==> src/hw/rtl/grcu_pkg.sv <==
// Shared types, constants and field widths for the occupancy grid ray updater.
// Depends on nothing.
package grcu_pkg;
	localparam int MAP_SIZE = 256;
	localparam int CW = $clog2(MAP_SIZE);
	localparam int AW = 2 * CW;
	localparam logic [7:0] UNKNOWN_VALUE = 8'd127;

	localparam logic [1:0] CMD_RAY = 2'd0;
	localparam logic [1:0] CMD_READ = 2'd1;
	localparam logic [1:0] CMD_CLEAR = 2'd2;

	localparam logic [2:0] ST_DRAWN = 3'd0;
	localparam logic [2:0] ST_START_OUT = 3'd1;
	localparam logic [2:0] ST_END_OUT = 3'd2;
	localparam logic [2:0] ST_ZERO = 3'd3;
	localparam logic [2:0] ST_DONE = 3'd4;

	localparam logic [1:0] REG_FREE_CAP = 2'd0;
	localparam logic [1:0] REG_OCC_FLOOR = 2'd1;
	localparam logic [1:0] REG_OCC_THR = 2'd2;
	localparam logic [1:0] REG_FREE_THR = 2'd3;

	localparam logic [1:0] CLS_OCC = 2'd0;
	localparam logic [1:0] CLS_UNK = 2'd1;
	localparam logic [1:0] CLS_FREE = 2'd2;

	// op kinds handed from front to back
	localparam logic [1:0] OP_REPORT = 2'd0;
	localparam logic [1:0] OP_WALK = 2'd1;
	localparam logic [1:0] OP_READ = 2'd2;
	localparam logic [1:0] OP_CLEAR = 2'd3;

	typedef struct packed {
		logic [1:0] op;
		logic [2:0] status;
		logic set_flag;
		logic [CW-1:0] x0;
		logic [CW-1:0] y0;
		logic [CW-1:0] x1;
		logic [CW-1:0] y1;
		logic [CW-1:0] len;
		logic [CW-1:0] minor;
		logic sx;
		logic sy;
		logic major_x;
	} job_t;

	typedef struct packed {
		logic [2:0] status;
		logic [7:0] cell_value;
		logic [1:0] cell_class;
		logic outside_seen;
		logic [8:0] cells_freed;
	} res_t;
endpackage

==> src/hw/rtl/grcu_queue.sv <==
// Two-entry queue between front and back ends.
// Depends on grcu_pkg.
module grcu_queue import grcu_pkg::*; (
	input logic clk,
	input logic arst_n,
	input logic in_valid,
	output logic in_ready,
	input job_t in_job,
	output logic out_valid,
	input logic out_ready,
	output job_t out_job
);
	job_t mem_q [2];
	logic wp_q, rp_q;
	logic [1:0] cnt_q;
	logic push, pop;

	assign in_ready = cnt_q != 2'd2;
	assign out_valid = cnt_q != 2'd0;
	assign out_job = mem_q[rp_q];
	assign push = in_valid && in_ready;
	assign pop = out_valid && out_ready;

	always_ff @(posedge clk) begin
		if (push) mem_q[wp_q] <= in_job;
	end

	always_ff @(posedge clk or negedge arst_n) begin
		if (!arst_n) begin
			wp_q <= 1'b0;
			rp_q <= 1'b0;
			cnt_q <= 2'd0;
		end else begin
			if (push) wp_q <= ~wp_q;
			if (pop) rp_q <= ~rp_q;
			cnt_q <= cnt_q + {1'b0, push} - {1'b0, pop};
		end
	end
endmodule

==> config.mk <==
export PLATFORM = sky130hd
export DESIGN_NAME = grcu_queue
export DESIGN_NICKNAME = d
export VERILOG_FILES = /design/src/hw/rtl/grcu_pkg.sv /design/src/hw/rtl/grcu_queue.sv
export SDC_FILE = /design/constraint.sdc
export NUM_CORES = 1
export LEC_CHECK = 0
export BUFFER_PORTS_ARGS = -buffer_cell sky130_fd_sc_hd__buf_4
export CORE_UTILIZATION = 35
export DETAILED_ROUTE_END_ITERATION = 12
export HOLD_SLACK_MARGIN = 0.02
export PLACE_DENSITY = 0.54
export SLEW_MARGIN = 20
export SYNTH_ARGS = -nofsm -noshare
export SYNTH_HDL_FRONTEND = slang
export SYNTH_SLANG_ARGS = --single-unit
==> constraint.sdc <==
create_clock -name clk -period 10.25 [get_ports clk]
set_input_delay 1.025 -clock clk [delete_from_list [all_inputs] [get_ports clk]]
set_output_delay 1.025 -clock clk [all_outputs]
set_load 0.01 [all_outputs]
# Word level (Yosys, flattened, before mapping)

Memories as Yosys holds them, arrays and structs flattened.
Index checks and enable logic that the tools add are counted.

$add $sub $neg: 2
Equal/unequal tests: 1
Mux-type cells: 2
Bitwise logic cells: 2
Reduce and logical (&&, ||, !) cells: 3

Operators with widths:

| cell                                 | number |
|---|---|
| adder 2 x 1 -> 2 bit                 | 1 |
| logical AND 1 bit                    | 2 |
| 2-to-1 mux 1 bit                     | 2 |
| != test 2 bit, second input constant | 1 |
| inverter 1 bit                       | 2 |
| nonzero test 2 bit                   | 1 |
| subtractor 2 x 1 -> 2 bit            | 1 |

Register bits after elaboration: 4
Memory bits (writable): 114
Output and inout port bits: 59
Word-level logic and storage cells: 14
Memories kept: 1

Memories:

| memory | depth | bits a word | rd ports | clocked after Yosys merged registers in | wr ports | RTL line         | source |
|---|---|---|---|---|---|---|---|
| mem_q  | 2     | 57          | 1        | 0                                       | 1        | grcu_queue.sv:13 | `job_t mem_q [2];` |

# Longest topological paths before layout

Gate-level depths: netlist (run 1).

Depth after elaboration: 4
Mapped depth: 7
Depth with buffers taken out: 7

# Worst setup path after synthesis (run 1)

Ideal clock, no wire load.

Path type: input to register
Start point: input port in_valid
End point: memory mem_q[0][0] in the netlist's numbering (enable)
Arrival: 3.508 ns
Required time: 9.778 ns
Setup slack: 6.270 ns
Stages on the path: 2
Buffers on the path: 0
Cells stage by stage: nand2_1 -> nor2_1

Cells in the longest elaborated chain, start to end: 3

Ends and longest elaborated chain:

| element                                | RTL line         | source |
|---|---|---|
| start: declaration                     | grcu_queue.sv:6  | `input logic in_valid,` |
| logical AND 1 bit                      | grcu_queue.sv:21 | `assign push = in_valid && in_ready;` |
| 2-to-1 mux 1 bit                       | grcu_queue.sv:25 | `if (push) mem_q[wp_q] <= in_job;` |
| 2-to-1 mux 1 bit (not written as such) | grcu_queue.sv:25 |  |
| end: declaration                       | grcu_queue.sv:13 |  |

Every way passes these cells.

==> flow_summary.toml, run 1 <==
[run_status]
run_status = "complete, no violations"

[clock_tree]
clk-insertion-delay-late_ps = 400
cts_tree = "built"
h_tree_levels = 4
cts-buffers-inserted = 17
post-cts-setup-buffer-count = 0
cts.root.buffer_cell = "sky130_fd_sc_hd__clkbuf_16"
post_cts_resize_count = 0
clkSinkCount = 118
cts_hold_repair.buffers = 0
clkTransAtPathRegs_ps = 50
max-clock-path-buffers = 2

[power_and_ir_drop]
power.share.switching_pct = 25.11
internal_power_uw = 1426
total_leakage_power_uw = 0.002383
irDropWorstVdd_mv = 0.1499
power_frac_seq_pct = 38.9
power.density_cell_area_nw_per_um2 = 309.1
pwr-share-clk_pct = 35.0
switching_power_uw = 478.2
pwr-share-comb_pct = 26.1
total_power_uw = 1904

[floorplanning]
fp.dieArea_um2 = 12980
placement_rows = 40
core_area_um2 = 12110
die_y_um = 113.9
initial_utilization_pct = 36.21
die_width_um = 113.9
ios = 120

[worst_setup_path]
worst_ep_arrival_time_ps = 2090
cpMaxStageDelayCell = "sky130_fd_sc_hd__dfrtp_4"
critical_path_required_ps = 9230
cp_max_fo = 58
critPathLaunchType = "flip-flop"
worst-setup-path-type = "reg -> out"
cells_along_the_critical_path = "mux2_2 > buf_4"
timing.critical_path.buf_inv = 1
critical_path.max_stage_delay_ps = 1030
cpLargestDelayFamily = "flip-flops"
crit_path_end_kind = "output port"

[finish]
antennaDiodeCount = 0
number_of_nets_in_the_layout = 392
areaGrowthSynthToFinish_pct = 40.49
layout.cells.most_common = "sky130_fd_sc_hd__buf_4"
layout.cells.non_filler = 510
filler_instances = 1026
final_util_pct = 50.87
layout_common_cells = "121 x sky130_fd_sc_hd__buf_4, 114 x sky130_fd_sc_hd__edfxtp_1, 37 x sky130_fd_sc_hd__mux2_2, 20 x sky130_fd_sc_hd__mux2_4, 17 x sky130_fd_sc_hd__clkbuf_16"
layout-drive-gt1-share_pct = 61.70

[sta]
period_needed_ps = 3112
setup-tns-final_ps = 0
finalClockSkew_ps = 5.488
finalWorstSetupSlack_ps = 7138
slew_violations = 0
achievable-frequency_mhz = 321.3
timing_hold_violations_final = 0
setup_viol = 0
tightestPinTransition_ps = 960.4
slew_headroom_pct = 35.97
period_share_pct = 30.36
rsz0062_at_grt = "false"

[drt]
first_pass_iters = 4
drt_first_iter_violations = 77
routedWlPerCell_um = 15.23
detail-route-antenna-nets = 0
via_count = 2219
routed_wirelength_mm = 7.769
remaining_drc_errors = 0
route.detailed.vias_per_inst = 4.351

[place]
dp_cells = 477
gp_congestion = 0.7313
detailedPlacementHpwl_mm = 4.682
io_buffers = 119
place_worst_setup_slack_ps = 7290

[yosys]
syn_area_um2 = 4385
synthesis.area_per_instance_um2 = 22.61
yosysUniqueCellTypes = 16
synth_sequential_area_ratio_pct = 80.34
ys_ff_latch = 118
ys_warn_count = 0
synth_fp_nets = 257
synth_cells = 194

[global_route]
grt_overflow_total = 0
number_of_global_route_vias_before_repair = 2329
antenna_found_initial = 0
grt_pass1_wl_mm = 11.90
maximum_number_of_pins_on_one_net_before_global_route_repair = 59
grtUsageTotal_pct = 12.80

[flow_run]
drv_cap = 0

[min_path]
worst_min_path_class = "in -> async"
-- path summary, 6_finish.rpt --
check / from / to / slack (ps) / cells after the start
worst max register to register: cnt_q[1] / mem_q[1][18] / 8210 / 3
max in group asynchronous: arst_n / rp_q / 9720 / 1
worst min-delay path: arst_n / wp_q / 410 / 1
min in group clk: cnt_q[0] / cnt_q[0] / 520 / 1
worst min register to register: cnt_q[0] / cnt_q[0] / 520 / 1
worst max-delay path: rp_q / out_job[5] / 7140 / 2
-- synth_stat cells --
cell type / n / area share, %
sky130_fd_sc_hd__nand2b_1: 1 / 0.14
sky130_fd_sc_hd__buf_6: 3 / 0.77
sky130_fd_sc_hd__mux2_2: 37 / 9.5
sky130_fd_sc_hd__ha_1: 2 / 0.57
sky130_fd_sc_hd__dfrtp_1: 4 / 2.3
sky130_fd_sc_hd__and2_1: 1 / 0.14
sky130_fd_sc_hd__xor2_1: 1 / 0.20
sky130_fd_sc_hd__edfxtp_1: 114 / 78
sky130_fd_sc_hd__or2_1: 1 / 0.14
sky130_fd_sc_hd__xnor2_1: 3 / 0.60
sky130_fd_sc_hd__inv_1: 1 / 0.086
sky130_fd_sc_hd__and3_1: 1 / 0.14
sky130_fd_sc_hd__nor2_1: 1 / 0.086
sky130_fd_sc_hd__nand2_1: 1 / 0.086
sky130_fd_sc_hd__mux2_4: 20 / 6.8
sky130_fd_sc_hd__buf_2: 3 / 0.34
-- per-layer routing --
metal  global-route usage, %  vias to the layer above  part of all wire, %
li1                        -                     1036                    -
met1                   14.65                     1081                   42
met2                   20.12                       90                   48
met3                   5.845                       12                  8.1
met4                   6.753                        0                  1.9
met5                       0                        -                    0
-- registers in the layout, indices dropped and copies added, names as in the netlist --
name   count
wp_q       1
mem_q    114
rp_q       1
cnt_q      2
-- logic make-up after synthesis --
family                   synth area share [%]
flip-flops                              80.34
multiplexers                            16.35
buffers and inverters                   1.198
AND/OR/NAND/NOR                        0.7420
XOR/XNOR                               0.7990
adder cells (fa/ha/maj)                0.5705
-- power groups by stage --
stage | logic (uW) | clock network [uW] | registers [uW]
floorplan | 328 | 0 | 697
global placement | 502 | 0 | 751
detailed placement | 502 | 0 | 756
CTS | 503 | 678 | 747
global route | 537 | 702 | 756
finish | 497 | 666 | 740
-- cell type report --
| cell class | instances | area (um^2) | area share, % |
|---|---|---|---|
| inverters | 1 | 3.754 | 0.06093 |
| multi-input cells | 69 | 818.3 | 13.28 |
| clock inverters | 9 | 195.2 | 3.168 |
| well taps | 168 | 210.2 | 3.412 |
| clock buffers | 23 | 478.0 | 7.758 |
| repair buffers | 122 | 928.4 | 15.07 |
| flip-flops and latches | 118 | 3527 | 57.25 |
-- stage by stage --
step | hold WS (ps) | area (um^2)
floorplan | 460.8 | 4385
finish | 410.0 | 6161
CTS | 392.5 | 6141
global route | 395.9 | 6161
detailed placement | 512.4 | 5468
global placement | 499.5 | 5468
Power figures use the tool's default switching activity.
==> inputs of run 2 (changes only) <==
--- a/config.mk
+++ b/config.mk
@@ -5,11 +5,12 @@
 export SDC_FILE = /design/constraint.sdc
 export NUM_CORES = 1
 export LEC_CHECK = 0
+export ABC_AREA = 1
 export BUFFER_PORTS_ARGS = -buffer_cell sky130_fd_sc_hd__buf_4
 export CORE_UTILIZATION = 35
 export DETAILED_ROUTE_END_ITERATION = 12
 export HOLD_SLACK_MARGIN = 0.02
-export PLACE_DENSITY = 0.54
+export PLACE_DENSITY = 0.56
 export SLEW_MARGIN = 20
 export SYNTH_ARGS = -nofsm -noshare
 export SYNTH_HDL_FRONTEND = slang
==> constraint.sdc (replaced) <==
create_clock -name clk -period 2.76 [get_ports clk]
set_input_delay 0.276 -clock clk [delete_from_list [all_inputs] [get_ports clk]]
set_output_delay 0.276 -clock clk [all_outputs]
set_load 0.01 [all_outputs]
==> flow_summary.toml, run 2 <==
[worst_setup_path]
critical_path_required_ps = 2480
cp_max_fo = 35
crit_path_end_kind = "output port"
critPathLaunchType = "flip-flop"
worst-setup-path-type = "reg -> out"
worst_ep_arrival_time_ps = 1720
r2r_setup_slack_ps = 1030

[floorplanning]
placement_rows = 40
die_width_um = 114.0
initial_utilization_pct = 36.22
core_area_um2 = 12110
fp.dieArea_um2 = 12980
ios = 120
die_y_um = 114.0

[drt]
first_pass_iters = 5
remaining_drc_errors = 0
via_count = 2715
routed_wirelength_mm = 8.596
routedWlPerCell_um = 13.39
detail-route-antenna-nets = 0
route.detailed.vias_per_inst = 4.229
drt_first_iter_violations = 121

[clock_tree]
clk-insertion-delay-late_ps = 400
cts_tree = "built"
cts.root.buffer_cell = "sky130_fd_sc_hd__clkbuf_16"
post_cts_resize_count = 0
clkTransAtPathRegs_ps = 60
cts-buffers-inserted = 17
cts_hold_repair.buffers = 1
h_tree_levels = 4
clkSinkCount = 118
max-clock-path-buffers = 2
post-cts-setup-buffer-count = 0

[yosys]
synth_ff_type = "sky130_fd_sc_hd__edfxtp_1"
synth_sequential_area_ratio_pct = 80.32
synth-compound-area-share_pct = 0
multiplexer_share_of_the_synthesized_area_pct = 0
synth_top_area_cell = "sky130_fd_sc_hd__edfxtp_1"
synth_simple_gate_area_share_pct = 16.17
yosysUniqueCellTypes = 11
synthesis.area_per_instance_um2 = 13.29
synthXorXnorAreaFrac_pct = 0
synth_area_leaders = "sky130_fd_sc_hd__edfxtp_1 78%, sky130_fd_sc_hd__nand2_1 16%, sky130_fd_sc_hd__dfrtp_1 2.3%, sky130_fd_sc_hd__buf_6 1.0%, sky130_fd_sc_hd__buf_2 0.80%"
synth_fp_nets = 393
synth_top_family_by_area = "simple AND/OR/NAND/NOR gates"
post_synth_adder_cell_area_pct = 0.5705
async_flop_share_pct = 3.390
syn_area_um2 = 4387
synth_enable_flop_cells = 114
ys_warn_count = 0
synth_cells = 330
ys_ff_latch = 118
synthTopCellsByCount = "184 x sky130_fd_sc_hd__nand2_1, 114 x sky130_fd_sc_hd__edfxtp_1, 8 x sky130_fd_sc_hd__inv_1"
yosys.area.top_type_share_pct = 78.04
yosys.cell_count.top_type = "sky130_fd_sc_hd__nand2_1"

[finish]
layout.cells.most_common = "sky130_fd_sc_hd__nand2_1"
antennaDiodeCount = 0
areaGrowthSynthToFinish_pct = 37.48
filler_instances = 1098
number_of_nets_in_the_layout = 524
largest_register_ffs = 114
largest_registers = "mem_q: 114 flops, cnt_q: 2 flops"
layout-drive-gt1-share_pct = 33.12
layout_common_cells = "184 x sky130_fd_sc_hd__nand2_1, 121 x sky130_fd_sc_hd__buf_4, 114 x sky130_fd_sc_hd__edfxtp_1, 17 x sky130_fd_sc_hd__clkbuf_16, 7 x sky130_fd_sc_hd__inv_1"
top_register = "mem_q"

[power_and_ir_drop]
irDropWorstVdd_mv = 0.7519
total_leakage_power_uw = 0.002582
total_power_uw = 6668
power.density_cell_area_nw_per_um2 = 1106

[global_route]
maximum_number_of_pins_on_one_net_before_global_route_repair = 59
antenna_found_initial = 0
grtUsageTotal_pct = 14.22
number_of_global_route_vias_before_repair = 2748
grt_pass1_wl_mm = 13.43
grt_overflow_total = 0

[sta]
finalClockSkew_ps = 6.217
timing_hold_violations_final = 0
setup-tns-final_ps = 0
rsz0062_at_grt = "false"
slew_headroom_pct = 54.67
slew_violations = 0
period_needed_ps = 1994
achievable-frequency_mhz = 501.5
tightestPinTransition_ps = 679.0
period_share_pct = 72.25
setup_viol = 0

[place]
io_buffers = 119
detailedPlacementHpwl_mm = 5.319
gp_congestion = 0.7469

[min_path]
worst_min_path_class = "in -> reg"

[flow_run]
drv_cap = 0

[run_status]
run_status = "complete, no violations"
## run 2: path summary, 6_finish.rpt
kind,startpoint,endpoint,cells past startpoint
worst max-delay path,rp_q,out_job[6],5
worst min-delay path,in_job[54],mem_q[1][54],1
worst max register to register,cnt_q[0],mem_q[0][39],5
worst min register to register,wp_q,wp_q,2
max in group asynchronous,arst_n,rp_q,2
min in group asynchronous,arst_n,cnt_q[1],2
## run 2: worst max-delay path, stage by stage (launching register included)
cell	delay, ps
sky130_fd_sc_hd__dfrtp_2	400
sky130_fd_sc_hd__inv_2	350
sky130_fd_sc_hd__buf_12	260
sky130_fd_sc_hd__nand2_1	70
sky130_fd_sc_hd__nand2_1	90
sky130_fd_sc_hd__buf_4	130
## run 2: cells by family after synthesis
| logic type | count (synthesis) |
|---|---|
| fa+ha+maj | 2 |
| buf+inv | 22 |
| flops | 118 |
| simple gates | 188 |
## run 2: power breakdown
group	total [uW]	switching, uW	internal, uW
combinational	2160	1270	890
sequential	2530	87.8	2450
clock	1970	743	1230
total	6670	2100	4560
## run 2: layer usage
metal | routed length, um | up-vias | global-route usage [%]
met4 | 92 | 0 | 5.974
met2 | 4492 | 79 | 24.57
met1 | 3506 | 1263 | 15.89
li1 | - | 1364 | -
met3 | 504 | 9 | 5.101
met5 | 0 | - | 0
## run 2: layout make-up
cell class              count  area [um^2]  share of cell area [%]
flip-flops and latches    118         3525                   58.44
repair buffers            125        978.4                   16.22
multi-input cells         190        742.0                   12.30
clock buffers              19        432.9                   7.178
well taps                 168        210.2                   3.485
clock inverters            13        108.9                   1.805
inverters                   9        33.78                  0.5602
## run 2: through the flow
step | cells | utilization, % | instance area, um^2 | worst slack (ps) | hold slack (ps)
2_1_floorplan | 330 | - | 4389 | 223.8 | -19.59
3_3_place_gp | 609 | 45.24 | 5479 | 1027 | 79.87
3_5_place_dp | 609 | 45.24 | 5479 | 990.5 | 79.01
4_1_cts | 642 | 49.79 | 6031 | 715.0 | 37.52
5_1_grt | 642 | 49.79 | 6031 | 621.9 | 36.07
6_report | 642 | 49.79 | 6031 | 765.8 | 52.80
==> inputs of run 3 (changes only) <==
--- a/config.mk
+++ b/config.mk
@@ -5,12 +5,12 @@
 export SDC_FILE = /design/constraint.sdc
 export NUM_CORES = 1
 export LEC_CHECK = 0
-export ABC_AREA = 1
+export ABC_AREA = 0
 export BUFFER_PORTS_ARGS = -buffer_cell sky130_fd_sc_hd__buf_4
 export CORE_UTILIZATION = 35
 export DETAILED_ROUTE_END_ITERATION = 12
 export HOLD_SLACK_MARGIN = 0.02
-export PLACE_DENSITY = 0.56
+export PLACE_DENSITY = 0.54
 export SLEW_MARGIN = 20
 export SYNTH_ARGS = -nofsm -noshare
 export SYNTH_HDL_FRONTEND = slang
==> constraint.sdc (replaced) <==
create_clock -name clk -period 1.9 [get_ports clk]
set_input_delay 0.19 -clock clk [delete_from_list [all_inputs] [get_ports clk]]
set_output_delay 0.19 -clock clk [all_outputs]
set_load 0.01 [all_outputs]
==> flow_summary.toml, run 3 (synthesized netlist as in run 1, its figures left out) <==
[global_route]
grtUsageTotal_pct = 13.50
use_met3_pct = 6.748
grt.busiest_layer = "met2"
maximum_number_of_pins_on_one_net_before_global_route_repair = 45
number_of_global_route_vias_before_repair = 2563
grt_overflow_total = 0
global_route.usage.met2_pct = 21.09
antenna_found_initial = 0
grt_pass1_wl_mm = 12.74
grt.met1_usage_pct = 15.84

[floorplanning]
fp.dieArea_um2 = 12980
die_y_um = 113.9
placement_rows = 40
die_width_um = 113.9
core_area_um2 = 12110
ios = 120
initial_utilization_pct = 36.21

[flow_run]
drv_cap = 0

[clock_tree]
cts_tree = "built"
clkTransAtPathRegs_ps = 60
clkSinkCount = 118
post-cts-setup-buffer-count = 0
max-clock-path-buffers = 2
cts.root.buffer_cell = "sky130_fd_sc_hd__clkbuf_16"
cts-buffers-inserted = 17
h_tree_levels = 4
clk-insertion-delay-late_ps = 410

[finish]
layout-drive-gt1-share_pct = 53.96
layout.cells.most_common = "sky130_fd_sc_hd__buf_4"
areaGrowthSynthToFinish_pct = 53.12
top_register = "mem_q"
number_of_nets_in_the_layout = 454
largest_registers = "mem_q: 114 flops, cnt_q: 2 flops"
layout_common_cells = "121 x sky130_fd_sc_hd__buf_4, 114 x sky130_fd_sc_hd__edfxtp_1, 58 x sky130_fd_sc_hd__dlygate4sd3_1, 37 x sky130_fd_sc_hd__mux2_2, 20 x sky130_fd_sc_hd__mux2_4"
antennaDiodeCount = 0
largest_register_ffs = 114
filler_instances = 1002

[sta]
period_share_pct = 95.78
setup_viol = 0
hold_ws_ps = 105.2
achievable-frequency_mhz = 549.5
finalClockSkew_ps = 10.30
rsz0062_at_grt = "false"
finalWorstSetupSlack_ps = 80.10
tightestPinTransition_ps = 286.3
period_needed_ps = 1820
setup-tns-final_ps = 0
slew_headroom_pct = 80.92
slew_violations = 0
timing_hold_violations_final = 0

[worst_setup_path]
critical_path.max_stage_delay_ps = 470
worst_ep_arrival_time_ps = 1630
crit_path_end_kind = "output port"
cells_along_the_critical_path = "buf_12 > mux2_2 > buf_4"
cpMaxStageDelayCell = "sky130_fd_sc_hd__dfrtp_4"
cp_max_fo = 28
worst-setup-path-type = "reg -> out"
number_of_cells_on_the_worst_reg_to_reg_path = 7
critPathLaunchType = "flip-flop"
critical_path_required_ps = 1710

[run_status]
run_status = "complete, no violations"

[power_and_ir_drop]
total_power_uw = 9943
irDropWorstVdd_mv = 0.7734
power.density_cell_area_nw_per_um2 = 1481
total_leakage_power_uw = 0.002595

[drt]
routedWlPerCell_um = 14.24
routed_wirelength_mm = 8.144
detail-route-antenna-nets = 0
route.detailed.vias_per_inst = 4.274
via_count = 2445
drt_first_iter_violations = 85
first_pass_iters = 4
remaining_drc_errors = 0

[place]
gp_congestion = 0.7109
detailedPlacementHpwl_mm = 4.902
io_buffers = 119
place_worst_setup_slack_ps = 179.6

[min_path]
worst_min_path_class = "in -> async"
[run 3: stage by stage]
stage,instance area [um^2],utilization (%),cells
final,6715,55.44,572
after global routing,6715,55.44,572
after CTS,6715,55.44,572
after detailed placement,5570,45.99,482
after global placement,5570,45.99,482
after floorplan,4397,-,194
[run 3: area by class of cell]
type | count | area, um^2 | area share (%)
sequential | 118 | 3527 | 52.52
timing repair buffer | 184 | 1589 | 23.66
multi-input combinational | 69 | 820.8 | 12.22
clock buffer | 17 | 425.4 | 6.335
tap | 168 | 210.2 | 3.130
clock inverter | 15 | 138.9 | 2.068
inverter | 1 | 3.754 | 0.05590
[run 3: worst paths after layout]
| path | start | end | slack [ps] |
|---|---|---|---|
| min in group clk | in_valid | wp_q | 110 |
| worst max-delay path | rp_q | out_job[24] | 80 |
| worst min-delay path | arst_n | cnt_q[0] | 110 |
| worst max register to register | cnt_q[1] | cnt_q[1] | 160 |
| max in group asynchronous | arst_n | rp_q | 1670 |
| worst min register to register | cnt_q[0] | cnt_q[0] | 530 |
[run 3: layer usage]
layer  vias to the layer above  routed length (um)  share of wire [%]
met5                         -                   0                  0
met4                         0                 112                1.4
met3                        11                 535                6.6
met2                        85                3893                 48
met1                      1188                3603                 44
li1                       1161                   -                  -
[run 3: what timing repair did]
action / in CTS / in global routing
setup endpoints to repair: 0 / 0
gates resized for setup: 0 / 0
hold endpoints to repair: 118 / 0
hold buffers: 58 / 0
[run 3: power by group]
part | internal [uW] | switching (uW) | leakage [uW] | total, uW
registers | 3570 | 162 | 0.00110 | 3730
clock network | 1900 | 1100 | 0.000264 | 3000
logic | 1780 | 1430 | 0.00123 | 3220
[run 3: worst max-delay path, delay by kind of cell, from the launching register on]
kind	cells	cell delay (ps)
buf+inv	2	370
flops	1	470
mux	1	370
