**src/hw/rtl/grcu_pkg.sv**
```systemverilog
// Shared types, constants and field widths for the occupancy grid ray updater.
// Depends on nothing.
package grcu_pkg;
	localparam int MAP_SIZE = 256;
	localparam int CW = $clog2(MAP_SIZE);
	localparam int AW = 2 * CW;
	localparam logic [7:0] UNKNOWN_VALUE = 8'd127;

	localparam logic [1:0] CMD_RAY = 2'd0;
	localparam logic [1:0] CMD_READ = 2'd1;
	localparam logic [1:0] CMD_CLEAR = 2'd2;

	localparam logic [2:0] ST_DRAWN = 3'd0;
	localparam logic [2:0] ST_START_OUT = 3'd1;
	localparam logic [2:0] ST_END_OUT = 3'd2;
	localparam logic [2:0] ST_ZERO = 3'd3;
	localparam logic [2:0] ST_DONE = 3'd4;

	localparam logic [1:0] REG_FREE_CAP = 2'd0;
	localparam logic [1:0] REG_OCC_FLOOR = 2'd1;
	localparam logic [1:0] REG_OCC_THR = 2'd2;
	localparam logic [1:0] REG_FREE_THR = 2'd3;

	localparam logic [1:0] CLS_OCC = 2'd0;
	localparam logic [1:0] CLS_UNK = 2'd1;
	localparam logic [1:0] CLS_FREE = 2'd2;

	// op kinds handed from front to back
	localparam logic [1:0] OP_REPORT = 2'd0;
	localparam logic [1:0] OP_WALK = 2'd1;
	localparam logic [1:0] OP_READ = 2'd2;
	localparam logic [1:0] OP_CLEAR = 2'd3;

	typedef struct packed {
		logic [1:0] op;
		logic [2:0] status;
		logic set_flag;
		logic [CW-1:0] x0;
		logic [CW-1:0] y0;
		logic [CW-1:0] x1;
		logic [CW-1:0] y1;
		logic [CW-1:0] len;
		logic [CW-1:0] minor;
		logic sx;
		logic sy;
		logic major_x;
	} job_t;

	typedef struct packed {
		logic [2:0] status;
		logic [7:0] cell_value;
		logic [1:0] cell_class;
		logic outside_seen;
		logic [8:0] cells_freed;
	} res_t;
endpackage

```
**src/hw/rtl/grcu_front.sv**
```systemverilog
// Front end: decodes the command, checks the ray or read point against the grid and precomputes walk setup.
// Depends on grcu_pkg.
module grcu_front import grcu_pkg::*; (
	input logic [1:0] cmd,
	input logic signed [15:0] start_x,
	input logic signed [15:0] start_y,
	input logic signed [15:0] end_x,
	input logic signed [15:0] end_y,
	output job_t job
);
	logic s_on, e_on;
	logic [CW-1:0] sxu, syu, exu, eyu, adx, ady;

	always_comb begin
		s_on = (start_x >= 0) && (start_x < MAP_SIZE) && (start_y >= 0) && (start_y < MAP_SIZE);
		e_on = (end_x >= 0) && (end_x < MAP_SIZE) && (end_y >= 0) && (end_y < MAP_SIZE);
		sxu = start_x[CW-1:0];
		syu = start_y[CW-1:0];
		exu = end_x[CW-1:0];
		eyu = end_y[CW-1:0];
		adx = (exu >= sxu) ? exu - sxu : sxu - exu;
		ady = (eyu >= syu) ? eyu - syu : syu - eyu;
		job = '0;
		job.x0 = sxu;
		job.y0 = syu;
		job.x1 = exu;
		job.y1 = eyu;
		job.sx = exu < sxu;
		job.sy = eyu < syu;
		job.major_x = adx > ady;
		job.len = job.major_x ? adx : ady;
		job.minor = job.major_x ? ady : adx;
		job.status = ST_DONE;
		job.op = OP_REPORT;
		unique case (cmd)
			CMD_RAY: begin
				if (!s_on) job.status = ST_START_OUT;
				else if (!e_on) begin
					job.status = ST_END_OUT;
					job.set_flag = 1'b1;
				end else if (sxu == exu && syu == eyu) job.status = ST_ZERO;
				else begin
					job.status = ST_DRAWN;
					job.op = OP_WALK;
				end
			end
			CMD_READ: begin
				if (!s_on) job.status = ST_START_OUT;
				else job.op = OP_READ;
			end
			CMD_CLEAR: job.op = OP_CLEAR;
			default: job.op = OP_REPORT;
		endcase
	end
endmodule

```
**config.mk**
```make
export PLATFORM = sky130hd
export DESIGN_NAME = grcu_front
export DESIGN_NICKNAME = d
export VERILOG_FILES = /design/src/hw/rtl/grcu_pkg.sv /design/src/hw/rtl/grcu_front.sv
export SDC_FILE = /design/constraint.sdc
export NUM_CORES = 1
export LEC_CHECK = 0
export BUFFER_PORTS_ARGS = -buffer_cell sky130_fd_sc_hd__buf_2
export CORE_MARGIN = 2
export CORE_UTILIZATION = 30
export DETAILED_ROUTE_END_ITERATION = 8
export GPL_TIMING_DRIVEN = 0
export SYNTH_ARGS = -nofsm -noshare
export SYNTH_HDL_FRONTEND = slang
export SYNTH_SLANG_ARGS = --single-unit
```
**constraint.sdc**
```tcl
create_clock -name vclk -period 2.7
set_input_delay 0 -clock vclk [all_inputs]
set_output_delay 0 -clock vclk [all_outputs]
set_load 0.005 [all_outputs]
```
### Yosys cells after proc, flatten, opt, wreduce, memory -nomap -nowiden

Cells that the tools add are included.

| operators by class | value |
|---|---|
| reduce and logical (&&, ||, !) cells | 8 |
| order comparisons | 13 |
| equality and inequality tests | 4 |
| add/sub/neg operators | 4 |
| multiplexer cells | 17 |

Operator list:

| cell | number |
|---|---|
| 16-bit by 1-bit greater-or-equal comparator with 1-bit output (second input constant) | 4 |
| 16-bit by 10-bit less-than comparator with 1-bit output (second input constant) | 4 |
| 8-bit two-way mux | 4 |
| 8-bit subtractor | 4 |
| 8-bit equality test | 2 |
| 8-bit greater-or-equal comparator | 2 |
| 8-bit less-than comparator | 2 |
| 8-bit greater-than comparator | 1 |
| 2-bit two-way mux | 4 |
| 1-bit logical AND | 7 |
| 1-bit two-way mux | 6 |
| 2-bit case mux with 3 select lines | 1 |
| 3-bit case mux with 2 select lines | 1 |
| 3-bit two-way mux | 1 |
| 2-bit by 1-bit equality test with 1-bit output (second input constant) | 1 |
| 2-bit equality test (second input constant) | 1 |
| 2-bit zero test | 1 |

| storage, ports and cells | value |
|---|---|
| output and inout port bits | 57 |
| bits in registers | 0 |
| word-level logic and storage cells | 46 |

### Depth between registers and ports, before layout

Gate-level depths: netlist of run 1.

| depth | value |
|---|---|
| word-level depth | 7 |
| gate-level depth with buffers | 18 |

### Worst setup path after synthesis of run 1

OpenSTA, ideal clock, no wires.

| timing | value |
|---|---|
| path kind | input port to output port |
| start point | in end_x[0] |
| end point | out job[15] in the netlist's numbering |
| setup slack | -0.321 ns |
| path buffers | 1 |
| stages | 18 |
| data arrival time | 3.021 ns |
| path through | inv_1 > ha_1 > inv_1 > fa_1 > nand3_1 > a31oi_4 > nor2_4 > mux2i_1 > xor2_1 > inv_1 > ha_1 > nand3_1 > o22ai_1 > nor2_1 > nor2_1 > o21ai_2 > buf_2 > mux2i_1 |

RTL lines:

| what | RTL line | source |
|---|---|---|
| start, declared | grcu_front.sv:7 | `input logic signed [15:0] end_x,` |
| end, declared | grcu_front.sv:9 | `output job_t job` |

==> results_dict.tcl, run 1 <==
set metrics [dict create \
    outcome "finished, violations left" \
    violations "setup timing" \
    die_h_um 87.18 \
    cp_delay_by_family_top "adder cells" \
    worst_slew_pin_slew_ns 0.3959 \
    via_count 2456 \
    route.detailed.drc 0 \
    crit_required_ns 2.70 \
    rsz0062_at_grt "true" \
    final_nets 566 \
    vdd_drop_max_uv 190.6 \
    crit_chain "buf_4 -> inv_1 -> ha_2 -> inv_1 -> fa_2 -> a21o_1 -> a21oi_2 -> o21ai_1 -> mux2i_1 -> xor2_1 -> inv_1 -> ha_1 -> nand4_1 -> nor2_1 -> nand2_1 -> o21ai_4 -> buf_8 -> buf_12 -> mux2i_2 -> buf_2" \
    multi_input_area_mm2 0.002018 \
    hold_path.class "in2out" \
    wl_per_cell_um 12.43 \
    worst_hold_path.num_cells 3 \
    antenna_found_initial 0 \
    io-pin-count 123 \
    die-area_mm2 0.007600 \
    cts-hold-fix-buffers 0 \
    area_growth_syn_to_layout_pct 82.70 \
    die-width_um 87.18 \
    cap_violations 0 \
    worstSetupPathType "in2out" \
    drt-vias-per-instance 4.582 \
    grt_remaining_overflow 0 \
    maxSlewHeadroom_pct 73.33 \
    number_of_sequential_cells 0 \
    crit_path_start_kind "primary input" \
    first_iter_violations 34 \
    tns_ns -6.720 \
    timing_hold_violations_final 0 \
    place_area_mm2 0.002897 \
    postRouteAntennaNets 0 \
    number_of_search_and_repair_iterations_in_the_first_detailed_routing_pass 4 \
    final_period_minus_worst_setup_slack_ns 3.144 \
    number_of_global_route_vias_before_repair 2248 \
    syn-instance-count 275 \
    post_synth_instance_area_mm2 0.002076 \
    mappedNetlistNets 383 \
    hold_ws_ns 0.2685 \
    core.rowCount 30 \
    diodes_inserted 0 \
    grt_start_max_net_pins 9 \
    setup_viol_count_final 20 \
    final_layout_size_suffix_gt1_share_pct 63.16 \
    routed_wl_um 6660 \
    yosys_warnings 0 \
    sequential_cell_area_um2 0 \
    power_density_mw_per_mm2 499.2 \
    ys_seq_area_share_pct 0 \
    num-fill-cells 616 \
    final_min_period_over_clock_period_pct 116.5 \
    timing.critical_path.mode_cell "inv_1" \
    whs_endpoint "job[27]" \
    place.gp.congestion 0.8078 \
    cellLeakagePower_uw 0.002072 \
    clockBufferCount 0 \
    max_freq_mhz 318.0 \
    place.port_buffers 123 \
    cp_max_fo 4 \
    timing.critical_path.slowest_cell_delay_ns 0.35 \
    arrival_time_at_the_worst_endpoint_ns 3.14 \
    slew_violations 0 \
    critical-path-slowest-cell "fa_2" \
    design_area_mm2 0.003792 \
    startpoint_of_the_most_critical_hold_path "end_x[0]" \
    syn-mean-instance-area_um2 7.548 \
    netlist-cell-type-count 31 \
    cp-end-kind "primary output" \
    post-route-util_pct 56.13 \
    placed_wire_length_estimate_after_detailed_placement_um 4765 \
    initial_utilization_pct 30.72 \
    crit_buf_inv 7 \
    grt_first_pass_wirelength_um 9887 \
    layout_setup_ws_ns -0.4444 \
    core-area_mm2 0.006756 \
    groute.usage.overall_pct 15.52 \
]
[final cells by class]
class | count | share of cell area [%]
buffer | 39 | 8.347
inverter | 45 | 4.916
multi-input combinational | 189 | 53.22
timing repair buffer | 183 | 30.88
tap | 80 | 2.639
[synth_stat cells, drive strengths merged]
master / count / share of area (%)
inv: 45 / 8.1
nand3b: 1 / 0.36
fa: 4 / 3.9
o21ai: 11 / 3.2
nor4: 9 / 2.7
nor2: 16 / 3.6
nand2: 11 / 2.0
o22ai: 1 / 0.30
nand4: 7 / 2.7
a21oi: 19 / 4.8
nor3: 1 / 0.24
ha: 38 / 23
xnor2: 8 / 3.4
and2: 3 / 0.90
mux2: 3 / 1.6
nor2b: 1 / 0.30
mux2i: 28 / 14
a31oi: 6 / 2.8
a221oi: 4 / 1.7
nand3: 3 / 0.72
buf: 41 / 15
xor2: 4 / 1.7
a21o: 11 / 4.0
[kinds of logic (layout without fill, tap and decap cells)]
group           after synthesis  count (layout)  share of synthesized area [%]
buf+inv                      86             267                          22.72
simple gates                 52              52                          13.56
compound gates               52              52                          16.76
fa+ha+maj                    42              42                          26.76
mux                          31              31                          15.13
xor+xnor                     12              12                          5.063
[power breakdown]
part	internal (uW)	leakage, uW	switching (uW)
clock network	0	0	0
logic	1090	0.00207	800
registers	0	0	0
[through the flow]
step	power [uW]	setup slack, ns	cells
finish	1893	-0.4444	536
global placement	1087	-0.6735	478
global route	2025	-0.6066	536
floorplan	720.3	-0.05299	275
detailed placement	1096	-0.7102	478
CTS	1714	-0.2915	530
[per-layer routing]
metal  up-vias  part of all wire, %  track usage [%]
met5         -                    0                0
met4         0                 0.83           0.9790
met3         4                  3.0          0.09479
met2        57                   56            31.30
met1      1128                   40            19.02
li1       1267                    -                -
[how the worst max path moves through the flow]
| stage | startpoint | endpoint | depth (start not counted) |
|---|---|---|---|
| after floorplan | end_y[0] | job[15] | 18 |
| after global placement | end_y[0] | job[15] | 20 |
| after detailed placement | end_x[0] | job[6] | 20 |
| after CTS | end_x[0] | job[6] | 21 |
| after global routing | start_x[0] | job[7] | 20 |
| final | start_x[0] | job[6] | 20 |
[worst min-delay path: cells and delay by family]
family                 cells  cell delay [ns]
buffers and inverters      3             0.27
[layout by cell type (no fill, tap or decap), types with 2 or more instances in the layout]
| cell type | netlist | routed |
|---|---|---|
| a21o_1 | 11 | 11 |
| a21oi_1 | 18 | 8 |
| a21oi_2 | 1 | 6 |
| a21oi_4 | 0 | 5 |
| a221oi_1 | 4 | 2 |
| a221oi_2 | 0 | 2 |
| a31oi_1 | 4 | 4 |
| a31oi_4 | 1 | 2 |
| and2_1 | 3 | 3 |
| buf_12 | 0 | 3 |
| buf_2 | 5 | 118 |
| buf_4 | 34 | 83 |
| buf_6 | 2 | 15 |
| buf_8 | 0 | 3 |
| fa_2 | 0 | 3 |
| ha_1 | 38 | 24 |
| ha_2 | 0 | 4 |
| ha_4 | 0 | 10 |
| inv_1 | 45 | 38 |
| inv_2 | 0 | 5 |
| mux2_4 | 0 | 2 |
| mux2i_1 | 28 | 22 |
| mux2i_2 | 0 | 3 |
| mux2i_4 | 0 | 3 |
| nand2_1 | 11 | 11 |
| nand3_2 | 0 | 2 |
| nand4_1 | 5 | 5 |
| nand4_4 | 0 | 2 |
| nor2_1 | 14 | 12 |
| nor2_2 | 0 | 2 |
| nor2_4 | 2 | 2 |
| nor4_1 | 9 | 8 |
| o21ai_0 | 8 | 5 |
| o21ai_1 | 0 | 3 |
| o21ai_4 | 0 | 3 |
| xnor2_1 | 8 | 4 |
| xnor2_2 | 0 | 4 |
| xor2_1 | 4 | 4 |
[what timing repair did]
item                                    4_1_cts  5_1_grt
endpoints found under the hold margin         0        0
pin swaps                                    33       16
endpoints found under the setup margin       17       20
setup buffers                                54        6
resized for setup                            61       25
(Power assumes the default switching activity.)
==> run 2: changes to the inputs <==
--- a/config.mk
+++ b/config.mk
@@ -7,9 +7,11 @@
 export LEC_CHECK = 0
 export BUFFER_PORTS_ARGS = -buffer_cell sky130_fd_sc_hd__buf_2
 export CORE_MARGIN = 2
-export CORE_UTILIZATION = 30
+export CORE_UTILIZATION = 40
 export DETAILED_ROUTE_END_ITERATION = 8
 export GPL_TIMING_DRIVEN = 0
+export PLACE_DENSITY = 0.78
+export SLEW_MARGIN = 20
 export SYNTH_ARGS = -nofsm -noshare
 export SYNTH_HDL_FRONTEND = slang
 export SYNTH_SLANG_ARGS = --single-unit
==> run 2 against run 1 <==
  * The flow still finishes with violations (setup timing)
  * Power is 14% lower
  * Fmax is 1.4% higher
  * Flip-flop and latch count stayed put
==> results_dict.tcl, run 2 (synthesis results as in run 1) <==
set metrics [dict create \
    vdd_drop_max_uv 251.9 \
    die-width_um 76.04 \
    wl_per_cell_um 13.08 \
    num-fill-cells 389 \
    placed_wire_length_estimate_after_detailed_placement_um 4493 \
    first_iter_violations 85 \
    antenna_found_initial 0 \
    number_of_global_route_vias_before_repair 2376 \
    tns_ns -5.596 \
    diodes_inserted 0 \
    met3_usage_pct 1.303 \
    initial_utilization_pct 41.17 \
    grt_first_pass_wirelength_um 10190 \
    core.rowCount 26 \
    hold_path.class "in2out" \
    crit_chain "buf_8 -> clkinv_4 -> ha_4 -> inv_2 -> fa_2 -> nand3_2 -> a31oi_4 -> nor2_4 -> buf_6 -> mux2i_4 -> xnor2_2 -> ha_4 -> a21oi_2 -> o22ai_1 -> nor2_1 -> nor2_2 -> o21ai_4 -> buf_6 -> buf_6 -> mux2i_1 -> buf_2" \
    drt-vias-per-instance 4.928 \
    area_growth_syn_to_layout_pct 70.28 \
    number_of_search_and_repair_iterations_in_the_first_detailed_routing_pass 4 \
    cellLeakagePower_uw 0.001919 \
    layout_setup_ws_ns -0.4011 \
    rsz0062_at_grt "true" \
    slew_violations 0 \
    worst_slew_pin_slew_ns 0.5195 \
    place_area_mm2 0.002884 \
    final_min_period_over_clock_period_pct 114.9 \
    number_of_sequential_cells 0 \
    final_layout_size_suffix_gt1_share_pct 62.85 \
    timing.critical_path.slowest_cell_delay_ns 0.34 \
    sequential_cell_area_um2 0 \
    die-area_mm2 0.005781 \
    cp_max_fo 4 \
    grt_start_max_net_pins 9 \
    route.detailed.drc 0 \
    switching_power_uw 745.5 \
    crit_path_start_kind "primary input" \
    share_seq_of_total_power_pct 0 \
    max_freq_mhz 322.5 \
    io-pin-count 123 \
    power_density_mw_per_mm2 458.2 \
    cap_violations 0 \
    outcome "finished, violations left" \
    post-route-util_pct 70.10 \
    cp-end-kind "primary output" \
    p_int_uw 874.0 \
    whs_endpoint "job[48]" \
    place.port_buffers 123 \
    violations "setup timing" \
    power_frac_clock_pct 0 \
    groute.usage.overall_pct 19.95 \
    final_period_minus_worst_setup_slack_ns 3.101 \
    maxSlewHeadroom_pct 65.05 \
    routed_wl_um 6513 \
    timing_hold_violations_final 0 \
    via_count 2454 \
    place.gp.congestion 0.8380 \
    top_usage_layer "met2" \
    hold_ws_ns 0.2544 \
    combPwrFrac_pct 100.0 \
    use_met2_pct 40.27 \
    commonest_cells_after_routing_fill_and_taps_aside "buf_2, buf_4, inv_1, ha_1, mux2i_1" \
    setup_viol_count_final 17 \
    die_h_um 76.04 \
    startpoint_of_the_most_critical_hold_path "start_x[5]" \
    final_nets 538 \
    arrival_time_at_the_worst_endpoint_ns 3.10 \
    critical-path-slowest-cell "fa_2" \
    clockBufferCount 0 \
    postRouteAntennaNets 0 \
    switching_share_pct 46.03 \
    use_met1_pct 22.80 \
    core-area_mm2 0.005042 \
    worstSetupPathType "in2out" \
    grt_remaining_overflow 0 \
    crit_required_ns 2.70 \
    design_area_mm2 0.003535 \
    timing.critical_path.mode_cell "buf_6" \
    worst_hold_path.num_cells 3 \
    layout.cells.most_common "buf_2" \
]
[run 2: changes by cell type in the layout (fill, tap and decap cells not counted), moves of 3 or more]
cell | before | now
mux2i_1 | 22 | 16
buf_4 | 83 | 60
mux2i_2 | 3 | 10
a21oi_1 | 8 | 11
[run 2: timing repair]
action | in CTS | in global routing
resized for setup | 53 | 35
setup buffers | 23 | 9
hold buffers | 0 | 0
pin swaps | 34 | 29
endpoints found under the setup margin | 17 | 17
gates cloned | 1 | 0
[run 2: cell type report]
cell class	count	area (um2)	share of cell area, %
plain buffers	39	312.8	8.850
inverters	45	191.4	5.416
multi-input cells	189	2012	56.92
well taps	70	87.58	2.478
repair buffers	155	930.9	26.34
[run 2: how the worst max path moves through the flow]
stage | from | to | slack [ns] | depth (start not counted)
finish | end_x[0] | job[14] | -0.40 | 21
detailed placement | end_x[0] | job[15] | -0.78 | 20
CTS | end_x[0] | job[5] | -0.26 | 20
floorplan | end_y[0] | job[15] | -0.05 | 18
global route | end_y[0] | job[11] | -0.55 | 21
global placement | end_x[0] | job[7] | -0.66 | 20
[run 2: worst max-delay path, delay by kind of cell]
kind,cells,cell delay [ns]
and+or+nand+nor,4,0.51
muxes,2,0.44
xor gates and xnor gates,1,0.19
AOI/OAI and AO/OA,4,0.53
buffers and inverters,7,0.72
adders and majority gates,3,0.71
[run 2: layer usage]
layer  share of wire, %  vias to the layer above
li1                   -                     1220
met1                 40                     1144
met2                 54                       77
met3                3.6                       13
met4                2.1                        0
met5                  0                        -
[run 2: metrics by stage]
stage | total power, uW | worst slack (ns) | instances
floorplan | 720.3 | -0.05299 | 275
global placement | 1060 | -0.6609 | 468
detailed placement | 1083 | -0.7826 | 468
CTS | 1506 | -0.2636 | 490
global route | 1731 | -0.5469 | 498
finish | 1620 | -0.4011 | 498
[run 2: power groups by stage]
stage	logic [uW]	clock network, uW	registers [uW]
final	1620	0	0
after global routing	1730	0	0
after CTS	1510	0	0
after detailed placement	1080	0	0
after global placement	1060	0	0
after floorplan	720	0	0
==> run 3: changes to the inputs <==
==> constraint.sdc (replaced) <==
create_clock -name vclk -period 2.7
set_input_delay 0.54 -clock vclk [all_inputs]
set_output_delay 0.54 -clock vclk [all_outputs]
set_load 0.005 [all_outputs]
==> run 3 against run 2 <==
  * The flow still finishes with violations (setup timing)
  * Non-clock buffer count is the same
  * Flip-flop and latch count unchanged
  * Via count down 0.49%
  * Fmax down 27%
  * Wire length increased by 1.3%
  * Die area is the same
  * Cell count stayed put
  * Power increased by 0.30%
  * Global-route usage is the same
  * Hold slack better by 1.1 ns
  * First-iteration DRC count fell by 21%
  * Combinational power about the same
  * Critical path type unchanged
==> results_dict.tcl, run 3 (synthesis results as in run 1) <==
set metrics [dict create \
    core.rowCount 26 \
    die-area_mm2 0.005781 \
    place.gp.congestion 0.8380 \
    worstSetupPathType "in2out" \
    route.detailed.drc 0 \
    diodes_inserted 0 \
    setup_viol_count_final 19 \
    grt_first_pass_wirelength_um 10190 \
    layout_setup_ws_ns -1.520 \
    power_frac_clock_pct 0 \
    antenna_found_initial 0 \
    multi_input_area_mm2 0.002018 \
    design_area_mm2 0.003541 \
    via_count 2442 \
    violations "setup timing" \
    area_growth_syn_to_layout_pct 70.58 \
    hold_path.class "in2out" \
    worst_slew_pin_slew_ns 0.4188 \
    groute.usage.overall_pct 19.95 \
    crit_required_ns 2.16 \
    placed_wire_length_estimate_after_detailed_placement_um 4493 \
    slew_violations 0 \
    cap_violations 0 \
    place.port_buffers 123 \
    cellLeakagePower_uw 0.001919 \
    share_seq_of_total_power_pct 0 \
    core-area_mm2 0.005042 \
    combPwrFrac_pct 100.0 \
    number_of_global_route_vias_before_repair 2376 \
    p_int_uw 874.7 \
    final_period_minus_worst_setup_slack_ns 4.220 \
    crit_path_start_kind "primary input" \
    instances_no_fill 498 \
    timing_hold_violations_final 0 \
    power_density_mw_per_mm2 458.7 \
    number_of_search_and_repair_iterations_in_the_first_detailed_routing_pass 4 \
    die_h_um 76.04 \
    grt_remaining_overflow 0 \
    cp-end-kind "primary output" \
    cp_max_fo 6 \
    final_nets 538 \
    drt-vias-per-instance 4.904 \
    maxSlewHeadroom_pct 71.79 \
    post-place-cells 468 \
    postRouteAntennaNets 0 \
    final_min_period_over_clock_period_pct 156.3 \
    arrival_time_at_the_worst_endpoint_ns 3.68 \
    first_iter_violations 67 \
    number_of_sequential_cells 0 \
    cts-hold-fix-buffers 0 \
    startpoint_of_the_most_critical_hold_path "start_x[5]" \
    die-width_um 76.04 \
    grt_start_max_net_pins 9 \
    switching_share_pct 46.15 \
    max_freq_mhz 237.0 \
    outcome "finished, violations left" \
    initial_utilization_pct 41.17 \
    rsz0062_at_grt "true" \
    place_area_mm2 0.002884 \
    clockBufferCount 0 \
    routed_wl_um 6598 \
    layout.cells.most_common "buf_2" \
    final_layout_size_suffix_gt1_share_pct 63.08 \
    num-fill-cells 387 \
    sequential_cell_area_um2 0 \
    vdd_drop_max_uv 262.2 \
    crit_path_start "start_x[6]" \
    commonest_cells_after_routing_fill_and_taps_aside "buf_2, buf_4, inv_1, ha_1, mux2i_1" \
    wl_per_cell_um 13.25 \
    switching_power_uw 749.6 \
    io-pin-count 123 \
]
==> run 3: cell counts in the layout (fill, tap and decap cells not counted) <==
No cell type changed its count.
==> run 3: final timing paths <==
check | endpoint | slack, ns | cells past startpoint
worst max-delay path | job[5] | -1.52 | 18
worst min-delay path | job[48] | 1.33 | 3
==> run 3: timing repair <==
action,4_1_cts,5_1_grt
endpoints found under the setup margin,19,20
pin swaps,34,29
gates cloned,1,0
buffers inserted,23,9
resized for setup,53,36
==> run 3: routing by layer <==
layer / up-vias / wire length (um) / track usage [%]
met2: 70 / 3608 / 40.27
li1: 1218 / - / -
met4: 0 / 138 / 4.000
met3: 14 / 235 / 1.303
met1: 1140 / 2616 / 22.80
met5: - / 0 / 0
==> run 3: worst max-delay path: stages <==
cell     delay, ns
buf_2         0.10
inv_1         0.05
ha_2          0.41
nand2_1       0.15
o21ai_4       0.21
nor2_4        0.08
buf_6         0.13
mux2i_4       0.19
xnor2_2       0.25
ha_4          0.26
a21oi_2       0.13
o22ai_1       0.10
nor2_1        0.18
nor2_2        0.08
o21ai_4       0.23
buf_6         0.15
mux2_4        0.31
buf_6         0.12
==> run 3: power by group through the flow <==
stage	logic, uW	clock network [uW]	registers, uW
2_1_floorplan	720	0	0
3_3_place_gp	1060	0	0
3_5_place_dp	1080	0	0
4_1_cts	1510	0	0
5_1_grt	1740	0	0
6_report	1620	0	0
==> run 3: stage by stage <==
stage	hold WS (ns)	TNS (ns)	total power [uW]	util (%)	setup slack, ns
2_1_floorplan	1.111	-18.18	720.3	-	-1.133
3_3_place_gp	1.352	-27.41	1060	57.20	-1.741
3_5_place_dp	1.352	-29.34	1083	57.20	-1.863
4_1_cts	1.336	-22.24	1506	66.10	-1.344
5_1_grt	1.357	-26.48	1736	70.22	-1.628
6_report	1.334	-24.68	1624	70.22	-1.520
==> run 3: area by class of cell <==
cell class                      instances  share of cell area (%)
Buffer                                 39                   8.834
Inverter                               45                   5.406
Multi-Input combinational cell        189                   57.00
Tap cell                               70                   2.473
Timing Repair Buffer                  155                   26.29
